`config.mk`:
```
export PLATFORM = sky130hd
export DESIGN_NAME = coprime_stride_shuffle_index
export DESIGN_NICKNAME = d
export VERILOG_FILES = /design/src/rtl/core/csi_pkg.sv /design/src/rtl/core/csi_hash.sv /design/src/rtl/core/csi_mod.sv /design/src/rtl/core/csi_gcd.sv /design/src/rtl/core/coprime_stride_shuffle_index.sv
export SDC_FILE = /design/constraint.sdc
export NUM_CORES = 1
export LEC_CHECK = 0
export ABC_AREA = 1
export BUFFER_PORTS_ARGS = -buffer_cell sky130_fd_sc_hd__buf_2
export CAP_MARGIN = 10
export CORE_MARGIN = 4
export CORE_UTILIZATION = 30
export CTS_CLUSTER_SIZE = 8
export DETAILED_ROUTE_END_ITERATION = 7
export PLACE_DENSITY = 0.48
export SETUP_SLACK_MARGIN = 0.5
export SYNTH_ARGS = -nofsm -noshare
export SYNTH_HDL_FRONTEND = slang
export SYNTH_SLANG_ARGS = --single-unit
```
`constraint.sdc`:
```
create_clock -name clk_i -period 12.2 [get_ports clk_i]
set_clock_uncertainty 0.05 [all_clocks]
set_input_delay 0.61 -clock clk_i [delete_from_list [all_inputs] [get_ports clk_i]]
set_output_delay 0.61 -clock clk_i [all_outputs]
set_load 0.005 [all_outputs]
```
`src/rtl/core/csi_pkg.sv`:
```
// Shared constants and register codes for the coprime stride shuffle index block.
// No dependencies; imported by every module under rtl/core.
package csi_pkg;

  localparam int unsigned WORD_W    = 32;
  localparam int unsigned IDX_OUT_W = 16;
  localparam int unsigned CFG_IDX_W = 4;

  typedef logic [WORD_W-1:0]    word_t;
  typedef logic [CFG_IDX_W-1:0] cfg_idx_t;

  // configuration register indexes
  localparam cfg_idx_t REG_SHUFFLE_SEED = cfg_idx_t'(0);
  localparam cfg_idx_t REG_ITEM_COUNT   = cfg_idx_t'(1);

  localparam word_t SEED_RESET  = 32'h9e37_79b9;
  localparam word_t MIX_MUL_A   = 32'h7feb_352d;
  localparam word_t MIX_MUL_B   = 32'h846c_a68b;
  localparam word_t STRIDE_SALT = 32'h85eb_ca6b;
  localparam word_t OFFSET_SALT = 32'hc2b2_ae35;

endpackage

```
`src/rtl/core/csi_hash.sv`:
```
// 32-bit xor-shift / multiply mixing hash, multiplies done bit-serially.
// Depends on csi_pkg. A hash runs two bit-serial multiply passes after go_i, then a done pulse.
module csi_hash import csi_pkg::*; (
  input  logic  clk_i,
  input  logic  rst_ni,
  input  logic  go_i,
  input  word_t data_i,
  output logic  done_o,
  output word_t hash_o
);

  typedef enum logic [1:0] {H_IDLE, H_MUL_A, H_MUL_B} hstate_e;

  localparam int unsigned CNT_W = $clog2(WORD_W);

  hstate_e          state_q;
  word_t            a_q, b_q, acc_q, res_q;
  logic [CNT_W-1:0] cnt_q;
  logic             done_q;

  word_t acc_sum, mix_mid, mix_end;

  // shift-add: multiplicand shifts left, multiplier shifts right (LSB first)
  assign acc_sum = acc_q + (b_q[0] ? a_q : '0);
  assign mix_mid = acc_sum ^ (acc_sum >> 15);
  assign mix_end = acc_sum ^ (acc_sum >> 16);

  always_ff @(posedge clk_i or negedge rst_ni) begin
    if (!rst_ni) begin
      state_q <= H_IDLE;
      a_q     <= '0;
      b_q     <= '0;
      acc_q   <= '0;
      res_q   <= '0;
      cnt_q   <= '0;
      done_q  <= 1'b0;
    end else begin
      done_q <= 1'b0;
      if (go_i) begin
        a_q     <= data_i ^ (data_i >> 16);
        b_q     <= MIX_MUL_A;
        acc_q   <= '0;
        cnt_q   <= CNT_W'(WORD_W - 1);
        state_q <= H_MUL_A;
      end else begin
        unique case (state_q)
          H_IDLE: begin
          end
          H_MUL_A, H_MUL_B: begin
            acc_q <= acc_sum;
            a_q   <= a_q << 1;
            b_q   <= b_q >> 1;
            cnt_q <= cnt_q - 1'b1;
            if (cnt_q == '0) begin
              if (state_q == H_MUL_A) begin
                a_q     <= mix_mid;
                b_q     <= MIX_MUL_B;
                acc_q   <= '0;
                cnt_q   <= CNT_W'(WORD_W - 1);
                state_q <= H_MUL_B;
              end else begin
                res_q   <= mix_end;
                done_q  <= 1'b1;
                state_q <= H_IDLE;
              end
            end
          end
          default: state_q <= H_IDLE;
        endcase
      end
    end
  end

  assign done_o = done_q;
  assign hash_o = res_q;

endmodule

```
`src/rtl/core/csi_mod.sv`:
```
// Bit-serial restoring remainder: dividend mod divisor, one dividend bit per cycle.
// Depends on csi_pkg; divisor must be nonzero.
module csi_mod import csi_pkg::*; #(
  parameter int unsigned DW = 32,
  parameter int unsigned VW = 16
) (
  input  logic          clk_i,
  input  logic          rst_ni,
  input  logic          go_i,
  input  logic [DW-1:0] num_i,
  input  logic [VW-1:0] div_i,
  output logic          done_o,
  output logic [VW-1:0] rem_o
);

  localparam int unsigned CNT_W = $clog2(DW);

  logic [DW-1:0]    num_q;
  logic [VW-1:0]    div_q, rem_q;
  logic [CNT_W-1:0] cnt_q;
  logic             run_q, done_q;

  logic [VW:0] trial, trial_sub;

  // partial remainder stays below the divisor, so one compare-subtract per bit
  assign trial     = {rem_q, num_q[DW-1]};
  assign trial_sub = (trial >= {1'b0, div_q}) ? (trial - {1'b0, div_q}) : trial;

  always_ff @(posedge clk_i or negedge rst_ni) begin
    if (!rst_ni) begin
      num_q  <= '0;
      div_q  <= '0;
      rem_q  <= '0;
      cnt_q  <= '0;
      run_q  <= 1'b0;
      done_q <= 1'b0;
    end else begin
      done_q <= 1'b0;
      if (go_i) begin
        num_q <= num_i;
        div_q <= div_i;
        rem_q <= '0;
        cnt_q <= CNT_W'(DW - 1);
        run_q <= 1'b1;
      end else if (run_q) begin
        rem_q <= trial_sub[VW-1:0];
        num_q <= num_q << 1;
        cnt_q <= cnt_q - 1'b1;
        if (cnt_q == '0) begin
          run_q  <= 1'b0;
          done_q <= 1'b1;
        end
      end
    end
  end

  assign done_o = done_q;
  assign rem_o  = rem_q;

endmodule

```
`src/rtl/core/csi_gcd.sv`:
```
// Binary (shift-subtract) coprime test of two nonzero values, one step per cycle.
// Depends on csi_pkg. Done pulse with coprime_o valid when the test ends.
module csi_gcd import csi_pkg::*; #(
  parameter int unsigned W = 16
) (
  input  logic         clk_i,
  input  logic         rst_ni,
  input  logic         go_i,
  input  logic [W-1:0] a_i,
  input  logic [W-1:0] b_i,
  output logic         done_o,
  output logic         coprime_o
);

  logic [W-1:0] a_q, b_q;
  logic         run_q, done_q, ok_q;
  logic [W-1:0] a_minus_b, b_minus_a;

  assign a_minus_b = a_q - b_q;
  assign b_minus_a = b_q - a_q;

  always_ff @(posedge clk_i or negedge rst_ni) begin
    if (!rst_ni) begin
      a_q    <= '0;
      b_q    <= '0;
      run_q  <= 1'b0;
      done_q <= 1'b0;
      ok_q   <= 1'b0;
    end else begin
      done_q <= 1'b0;
      if (go_i) begin
        a_q   <= a_i;
        b_q   <= b_i;
        run_q <= 1'b1;
      end else if (run_q) begin
        priority if (a_q == '0) begin
          ok_q   <= (b_q == W'(1));
          run_q  <= 1'b0;
          done_q <= 1'b1;
        end else if (b_q == '0) begin
          ok_q   <= (a_q == W'(1));
          run_q  <= 1'b0;
          done_q <= 1'b1;
        end else if (!a_q[0] && !b_q[0]) begin
          // common factor of two
          ok_q   <= 1'b0;
          run_q  <= 1'b0;
          done_q <= 1'b1;
        end else if (!a_q[0]) begin
          a_q <= a_q >> 1;
        end else if (!b_q[0]) begin
          b_q <= b_q >> 1;
        end else if (a_q >= b_q) begin
          a_q <= a_minus_b >> 1;
        end else begin
          b_q <= b_minus_a >> 1;
        end
      end
    end
  end

  assign done_o    = done_q;
  assign coprime_o = ok_q;

endmodule

```
`src/rtl/core/coprime_stride_shuffle_index.sv`:
```
// Coprime stride shuffle index: offset + (position mod n) * stride, mod n.
// When item_count < 2 the index comes out on the next cycle; otherwise the result waits on
// the bit-serial hash multiplier, the remainder unit and the gcd stepper (once per stride trial).
// One word in flight; busy held meanwhile.
// Reset: seed = 0x9e3779b9, item_count = 0, sequencer idle. Results cannot be stalled.
module coprime_stride_shuffle_index import csi_pkg::*; #(
  parameter int unsigned COUNT_BITS = 16
) (
  input  logic                 clk_i,
  input  logic                 rst_ni,
  input  logic                 start,
  output logic                 busy,
  input  logic [WORD_W-1:0]    position_i,
  output logic                 out_valid_o,
  output logic [IDX_OUT_W-1:0] shuffled_index_o,
  input  logic                 cfg_valid_i,
  output logic                 cfg_ready_o,
  input  cfg_idx_t             cfg_index_i,
  input  logic [WORD_W-1:0]    cfg_data_i
);

  localparam int unsigned CW    = (COUNT_BITS < IDX_OUT_W) ? COUNT_BITS : IDX_OUT_W;
  localparam int unsigned BIT_W = $clog2(CW);

  typedef enum logic [3:0] {
    ST_IDLE, ST_HASH_OFF, ST_MOD_OFF, ST_HASH_STR, ST_MOD_STR,
    ST_GCD, ST_MOD_POS, ST_MULMOD, ST_ADD_OFF
  } state_e;

  state_e           state_q;
  word_t            seed_q, pos_q, hash_in_q, mod_num_q;
  logic [CW-1:0]    count_q, mod_div_q, off_q, stride_q, p_q, acc_q, idx_q;
  logic [BIT_W-1:0] bit_q;
  logic             hash_go_q, mod_go_q, gcd_go_q, vld_q;

  logic          hash_done, mod_done, gcd_done, gcd_ok;
  word_t         hash_res;
  logic [CW-1:0] mod_rem;

  csi_hash u_hash (
    .clk_i  (clk_i),
    .rst_ni (rst_ni),
    .go_i   (hash_go_q),
    .data_i (hash_in_q),
    .done_o (hash_done),
    .hash_o (hash_res)
  );

  csi_mod #(.DW(WORD_W), .VW(CW)) u_mod (
    .clk_i  (clk_i),
    .rst_ni (rst_ni),
    .go_i   (mod_go_q),
    .num_i  (mod_num_q),
    .div_i  (mod_div_q),
    .done_o (mod_done),
    .rem_o  (mod_rem)
  );

  csi_gcd #(.W(CW)) u_gcd (
    .clk_i     (clk_i),
    .rst_ni    (rst_ni),
    .go_i      (gcd_go_q),
    .a_i       (stride_q),
    .b_i       (count_q),
    .done_o    (gcd_done),
    .coprime_o (gcd_ok)
  );

  // modular multiply step (MSB first), final offset add, stride bump
  logic [CW:0] dbl, dbl_red, addv, add_red, fin, fin_red, str_inc;

  assign dbl     = {acc_q, 1'b0};
  assign dbl_red = (dbl >= {1'b0, count_q}) ? (dbl - {1'b0, count_q}) : dbl;
  assign addv    = {1'b0, dbl_red[CW-1:0]} + (p_q[CW-1] ? {1'b0, stride_q} : '0);
  assign add_red = (addv >= {1'b0, count_q}) ? (addv - {1'b0, count_q}) : addv;
  assign fin     = {1'b0, acc_q} + {1'b0, off_q};
  assign fin_red = (fin >= {1'b0, count_q}) ? (fin - {1'b0, count_q}) : fin;
  assign str_inc = {1'b0, stride_q} + (CW+1)'(1);

  // configuration registers
  always_ff @(posedge clk_i or negedge rst_ni) begin
    if (!rst_ni) begin
      seed_q  <= SEED_RESET;
      count_q <= '0;
    end else if (cfg_valid_i && cfg_ready_o) begin
      unique case (cfg_index_i)
        REG_SHUFFLE_SEED: seed_q  <= cfg_data_i;
        REG_ITEM_COUNT:   count_q <= cfg_data_i[CW-1:0];
        default: begin
        end
      endcase
    end
  end

  always_ff @(posedge clk_i or negedge rst_ni) begin
    if (!rst_ni) begin
      state_q   <= ST_IDLE;
      pos_q     <= '0;
      hash_in_q <= '0;
      mod_num_q <= '0;
      mod_div_q <= '0;
      off_q     <= '0;
      stride_q  <= '0;
      p_q       <= '0;
      acc_q     <= '0;
      idx_q     <= '0;
      bit_q     <= '0;
      hash_go_q <= 1'b0;
      mod_go_q  <= 1'b0;
      gcd_go_q  <= 1'b0;
      vld_q     <= 1'b0;
    end else begin
      hash_go_q <= 1'b0;
      mod_go_q  <= 1'b0;
      gcd_go_q  <= 1'b0;
      vld_q     <= 1'b0;
      unique case (state_q)
        ST_IDLE: begin
          if (start) begin
            pos_q <= position_i;
            if (count_q < CW'(2)) begin
              idx_q <= '0;
              vld_q <= 1'b1;
            end else begin
              hash_in_q <= seed_q ^ OFFSET_SALT;
              hash_go_q <= 1'b1;
              state_q   <= ST_HASH_OFF;
            end
          end
        end
        ST_HASH_OFF: begin
          if (hash_done) begin
            mod_num_q <= hash_res;
            mod_div_q <= count_q;
            mod_go_q  <= 1'b1;
            state_q   <= ST_MOD_OFF;
          end
        end
        ST_MOD_OFF: begin
          if (mod_done) begin
            off_q     <= mod_rem;
            hash_in_q <= seed_q ^ STRIDE_SALT;
            hash_go_q <= 1'b1;
            state_q   <= ST_HASH_STR;
          end
        end
        ST_HASH_STR: begin
          if (hash_done) begin
            mod_num_q <= hash_res;
            mod_div_q <= count_q - 1'b1;
            mod_go_q  <= 1'b1;
            state_q   <= ST_MOD_STR;
          end
        end
        ST_MOD_STR: begin
          if (mod_done) begin
            stride_q <= mod_rem + 1'b1;
            gcd_go_q <= 1'b1;
            state_q  <= ST_GCD;
          end
        end
        ST_GCD: begin
          if (gcd_done) begin
            if (gcd_ok) begin
              mod_num_q <= pos_q;
              mod_div_q <= count_q;
              mod_go_q  <= 1'b1;
              state_q   <= ST_MOD_POS;
            end else begin
              // next candidate, wrapping back to one at the count
              stride_q <= (str_inc >= {1'b0, count_q}) ? CW'(1) : str_inc[CW-1:0];
              gcd_go_q <= 1'b1;
            end
          end
        end
        ST_MOD_POS: begin
          if (mod_done) begin
            p_q     <= mod_rem;
            acc_q   <= '0;
            bit_q   <= BIT_W'(CW - 1);
            state_q <= ST_MULMOD;
          end
        end
        ST_MULMOD: begin
          acc_q <= add_red[CW-1:0];
          p_q   <= p_q << 1;
          bit_q <= bit_q - 1'b1;
          if (bit_q == '0) begin
            state_q <= ST_ADD_OFF;
          end
        end
        ST_ADD_OFF: begin
          idx_q   <= fin_red[CW-1:0];
          vld_q   <= 1'b1;
          state_q <= ST_IDLE;
        end
        default: state_q <= ST_IDLE;
      endcase
    end
  end

  assign busy             = (state_q != ST_IDLE);
  assign cfg_ready_o      = 1'b1;
  assign out_valid_o      = vld_q;
  assign shuffled_index_o = IDX_OUT_W'(idx_q);

  // a result word only appears once the sequencer is back in idle
  assert property (@(posedge clk_i) disable iff (!rst_ni)
    out_valid_o |-> !busy)
    else $error("result strobe while busy");

  // the hash unit only reports while the sequencer waits on it
  assert property (@(posedge clk_i) disable iff (!rst_ni)
    hash_done |-> (state_q == ST_HASH_OFF || state_q == ST_HASH_STR))
    else $error("hash done outside a hash wait");

  // stride candidates are never zero
  assert property (@(posedge clk_i) disable iff (!rst_ni)
    (state_q == ST_GCD) |-> (stride_q != '0))
    else $error("zero stride candidate");

  // counts below two give index zero on the next cycle
  assert property (@(posedge clk_i) disable iff (!rst_ni)
    (start && !busy && count_q < CW'(2)) |=> (out_valid_o && shuffled_index_o == '0))
    else $error("small count did not give index zero");

endmodule

```
==> metrics.txt <==
CTS max path bufs=3; critical path startpoint=count_q[1]; dominant cell by count in the synthesized netlist=sky130_fd_sc_hd__nand2_1; Remaining DRCs=0; Slew Limit Headroom=21.7%; diodes inserted=0; cell row count=120; worst reg2reg path depth=35; synth warn=0; detailed placement HPWL=85900 µm; number of port buffers=89; total I/O pin count=91; VDD IR max=0.103 mV; First DRT Iteration DRCs=2343; flop-to-flop setup slack=6.02 ns; biggest cell delay along the critical path=0.55 ns; Final Wtd Congestion=0.913; share of cells above drive strength 1=7.65%; Die H=336 µm; post-route setup TNS=0 ns; count of pins over their slew limit=0; via count of the first global-routing pass=29200; DRT antenna net count=0; via total after detailed routing=29200; global-route wire length before repair=177000 µm; maximum clock frequency=162 MHz; number of antenna violations at the first check in global routing=1; post-synthesis cell type count=63; netlist area before placement=32400 µm²; Final setup violation count=0; total core area=107000 µm²; Routed WL=115000 µm; type of element capturing the critical path=flop; Seq cells post-synth=494; final-layout fill cell count=11700; cell types with the highest counts after synthesis=sky130_fd_sc_hd__nand2_1, sky130_fd_sc_hd__inv_1, sky130_fd_sc_hd__dfrtp_1; clock tree from TritonCTS=built; R2R Path Start=count_q[1]; die outline width=336 µm; clock-pin slew of the registers on the worst-case setup and hold paths=0.06 ns; FFs w/ async S/R, synth=100%; classification of the worst-slack hold path=primary input to flop; Setup crit start kind=flop; final global-route overflow total=0; detailed-router iteration count before antenna repair=6; Worst EP required=12.71 ns; shortest period the worst path allows=6.18 ns; count of flip-flops with a built-in enable after synthesis=0; core occupancy in the finished layout=34.0%; Worst R2R End=acc_q[12]; power density relative to cell area=115 nW/µm²; area share of the leading cell type in the synthesized netlist=36.7%; area added between synthesis and finish=12.3%; Net Count, Synth=4669; total routing usage reported by global routing=20.2%; RSZ-0062 raised after global routing=no; Slowest cell on crit path=sky130_fd_sc_hd__dfrtp_1; CP dominant cell by count=sky130_fd_sc_hd__nand2_1; Avg Synthesized Cell Area=7.35 µm²; largest net degree at the start of global routing=159; largest area contributor in the netlist=sky130_fd_sc_hd__dfrtp_1; Via density=4.96; arrival time reported for the critical path endpoint=6.68 ns; fraction of the yosys area taken by sequential cells=38.3%; actual transition at the worst max-transition pin=1.17 ns; worst skew pair latency=0.64 ns; capture point of the worst path=acc_q[12]; WS Path Type=flop to flop; buffer cell driving the clock tree root=sky130_fd_sc_hd__clkbuf_16; run status=completed; initial cell density of the core=30.2%; flip-flop cell with the highest count after synthesis=sky130_fd_sc_hd__dfrtp_1; share of the cycle needed by the critical path after routing=50.6%; CTS H-Tree Depth=3; count of maximum capacitance violations=0; cell types occupying the most area after synthesis=sky130_fd_sc_hd__dfrtp_1, sky130_fd_sc_hd__nand2_1, sky130_fd_sc_hd__ha_1; final hold violation count=0; net count of the finished layout=4713; area enclosed by the die boundary=113000 µm²; DR WL/cell=19.5 µm; standby leakage power=18.7 nW; Inserted Clock Buffers=74; TritonCTS sink count=494; synthesized instance count=4403; biggest fanout along the worst timing path=27
[flip-flops by register name, indices dropped and copies added (netlist names), 32 cells and up]
name,flops
u_hash.hash_o,32
u_hash.b_q,32
mod_num_q,32
pos_q,32
u_hash.a_q,32
u_mod.num_q,32
seed_q,32
hash_in_q,32
u_hash.acc_q,32
[cells by family (layout without fill, tap and decap cells)]
group,Yosys count,in the layout,share of synthesized area (%)
other,1,1,0.0116
muxes,16,16,0.557
xor gates and xnor gates,158,158,4.28
buffers and inverters,712,792,8.68
DFF,494,494,38.3
and+or+nand+nor,2007,2007,25.9
adders and majority gates,194,194,7.71
AOI/OAI and AO/OA,821,821,14.6
[cell type report]
type	instances	area [µm²]	area share, %
clock buffers	102	2000	5.49
clock inverters	10	188	0.516
inverters	557	2100	5.77
multi-input cells	3197	17200	47.3
flip-flops and latches	494	12400	34.1
well taps	1403	1760	4.83
repair buffers	123	726	2.00
[worst max-delay path: cells and delay by family (launching register included)]
family	cells	cell delay (ns)
compound gates	6	0.91
flops	1	0.55
simple gates	20	2.63
fa+ha+maj	4	1.32
buf+inv	5	0.64
[metal layers]
layer	vias up	part of all wire [%]	global-route usage [%]	routed length, µm
met3	151	3.9	2.29	4450
met1	13900	47	28.0	53900
met2	654	46	33.5	53100
met4	0	2.9	5.81	3350
met5	-	0	0	0
li1	14400	-	-	-
[through the flow]
| stage | hold slack [ns] | setup slack (ns) | area [µm²] | total power, W | instances |
|---|---|---|---|---|---|
| CTS | 0.0681 | 6.03 | 36300 | 0.00426 | 5886 |
| finish | 0.116 | 6.02 | 36300 | 0.00418 | 5886 |
| floorplan | 0.264 | 7.25 | 32400 | 0.00204 | 4403 |
| global route | 0.0898 | 5.41 | 36300 | 0.00438 | 5886 |
| detailed placement | 0.378 | 6.05 | 34200 | 0.00223 | 5773 |
| global placement | 0.379 | 6.15 | 34200 | 0.00224 | 5773 |
[power by group]
part	internal, W	switching, W	total, W
Sequential	0.00169	0.0000371	0.00173
Combinational	0.000155	0.000323	0.000478
Clock	0.00116	0.000815	0.00198
[worst min path at each step]
stage / cells after the start / endpoint / start
floorplan: 0 / acc_q[0] / rst_ni
detailed placement: 1 / hash_in_q[9] / seed_q[9]
finish: 3 / pos_q[10] / position_i[10]
global route: 3 / pos_q[15] / position_i[15]
CTS: 3 / pos_q[15] / position_i[15]
global placement: 1 / hash_in_q[9] / seed_q[9]
[repair_timing]
item	4_1_cts	5_1_grt
endpoints found under the setup margin	0	0
gates resized for setup	0	0
buffers inserted	0	0
hold buffers	1	0
endpoints found under the hold margin	52	0
[cell usage in the layout (no fill, tap or decap), types with 62 or more instances in the layout]
cell type and n:
sky130_fd_sc_hd__dfrtp_1 473, sky130_fd_sc_hd__buf_2 88, sky130_fd_sc_hd__clkbuf_16 74, sky130_fd_sc_hd__inv_1 530
sky130_fd_sc_hd__nand2_1 1236, sky130_fd_sc_hd__a21oi_1 225, sky130_fd_sc_hd__nand3_1 245, sky130_fd_sc_hd__xor2_1 92
sky130_fd_sc_hd__nor3_1 62, sky130_fd_sc_hd__xnor2_1 66, sky130_fd_sc_hd__nor2_1 336, sky130_fd_sc_hd__ha_1 185
sky130_fd_sc_hd__o21ai_0 309
(Power assumes the default switching activity.)
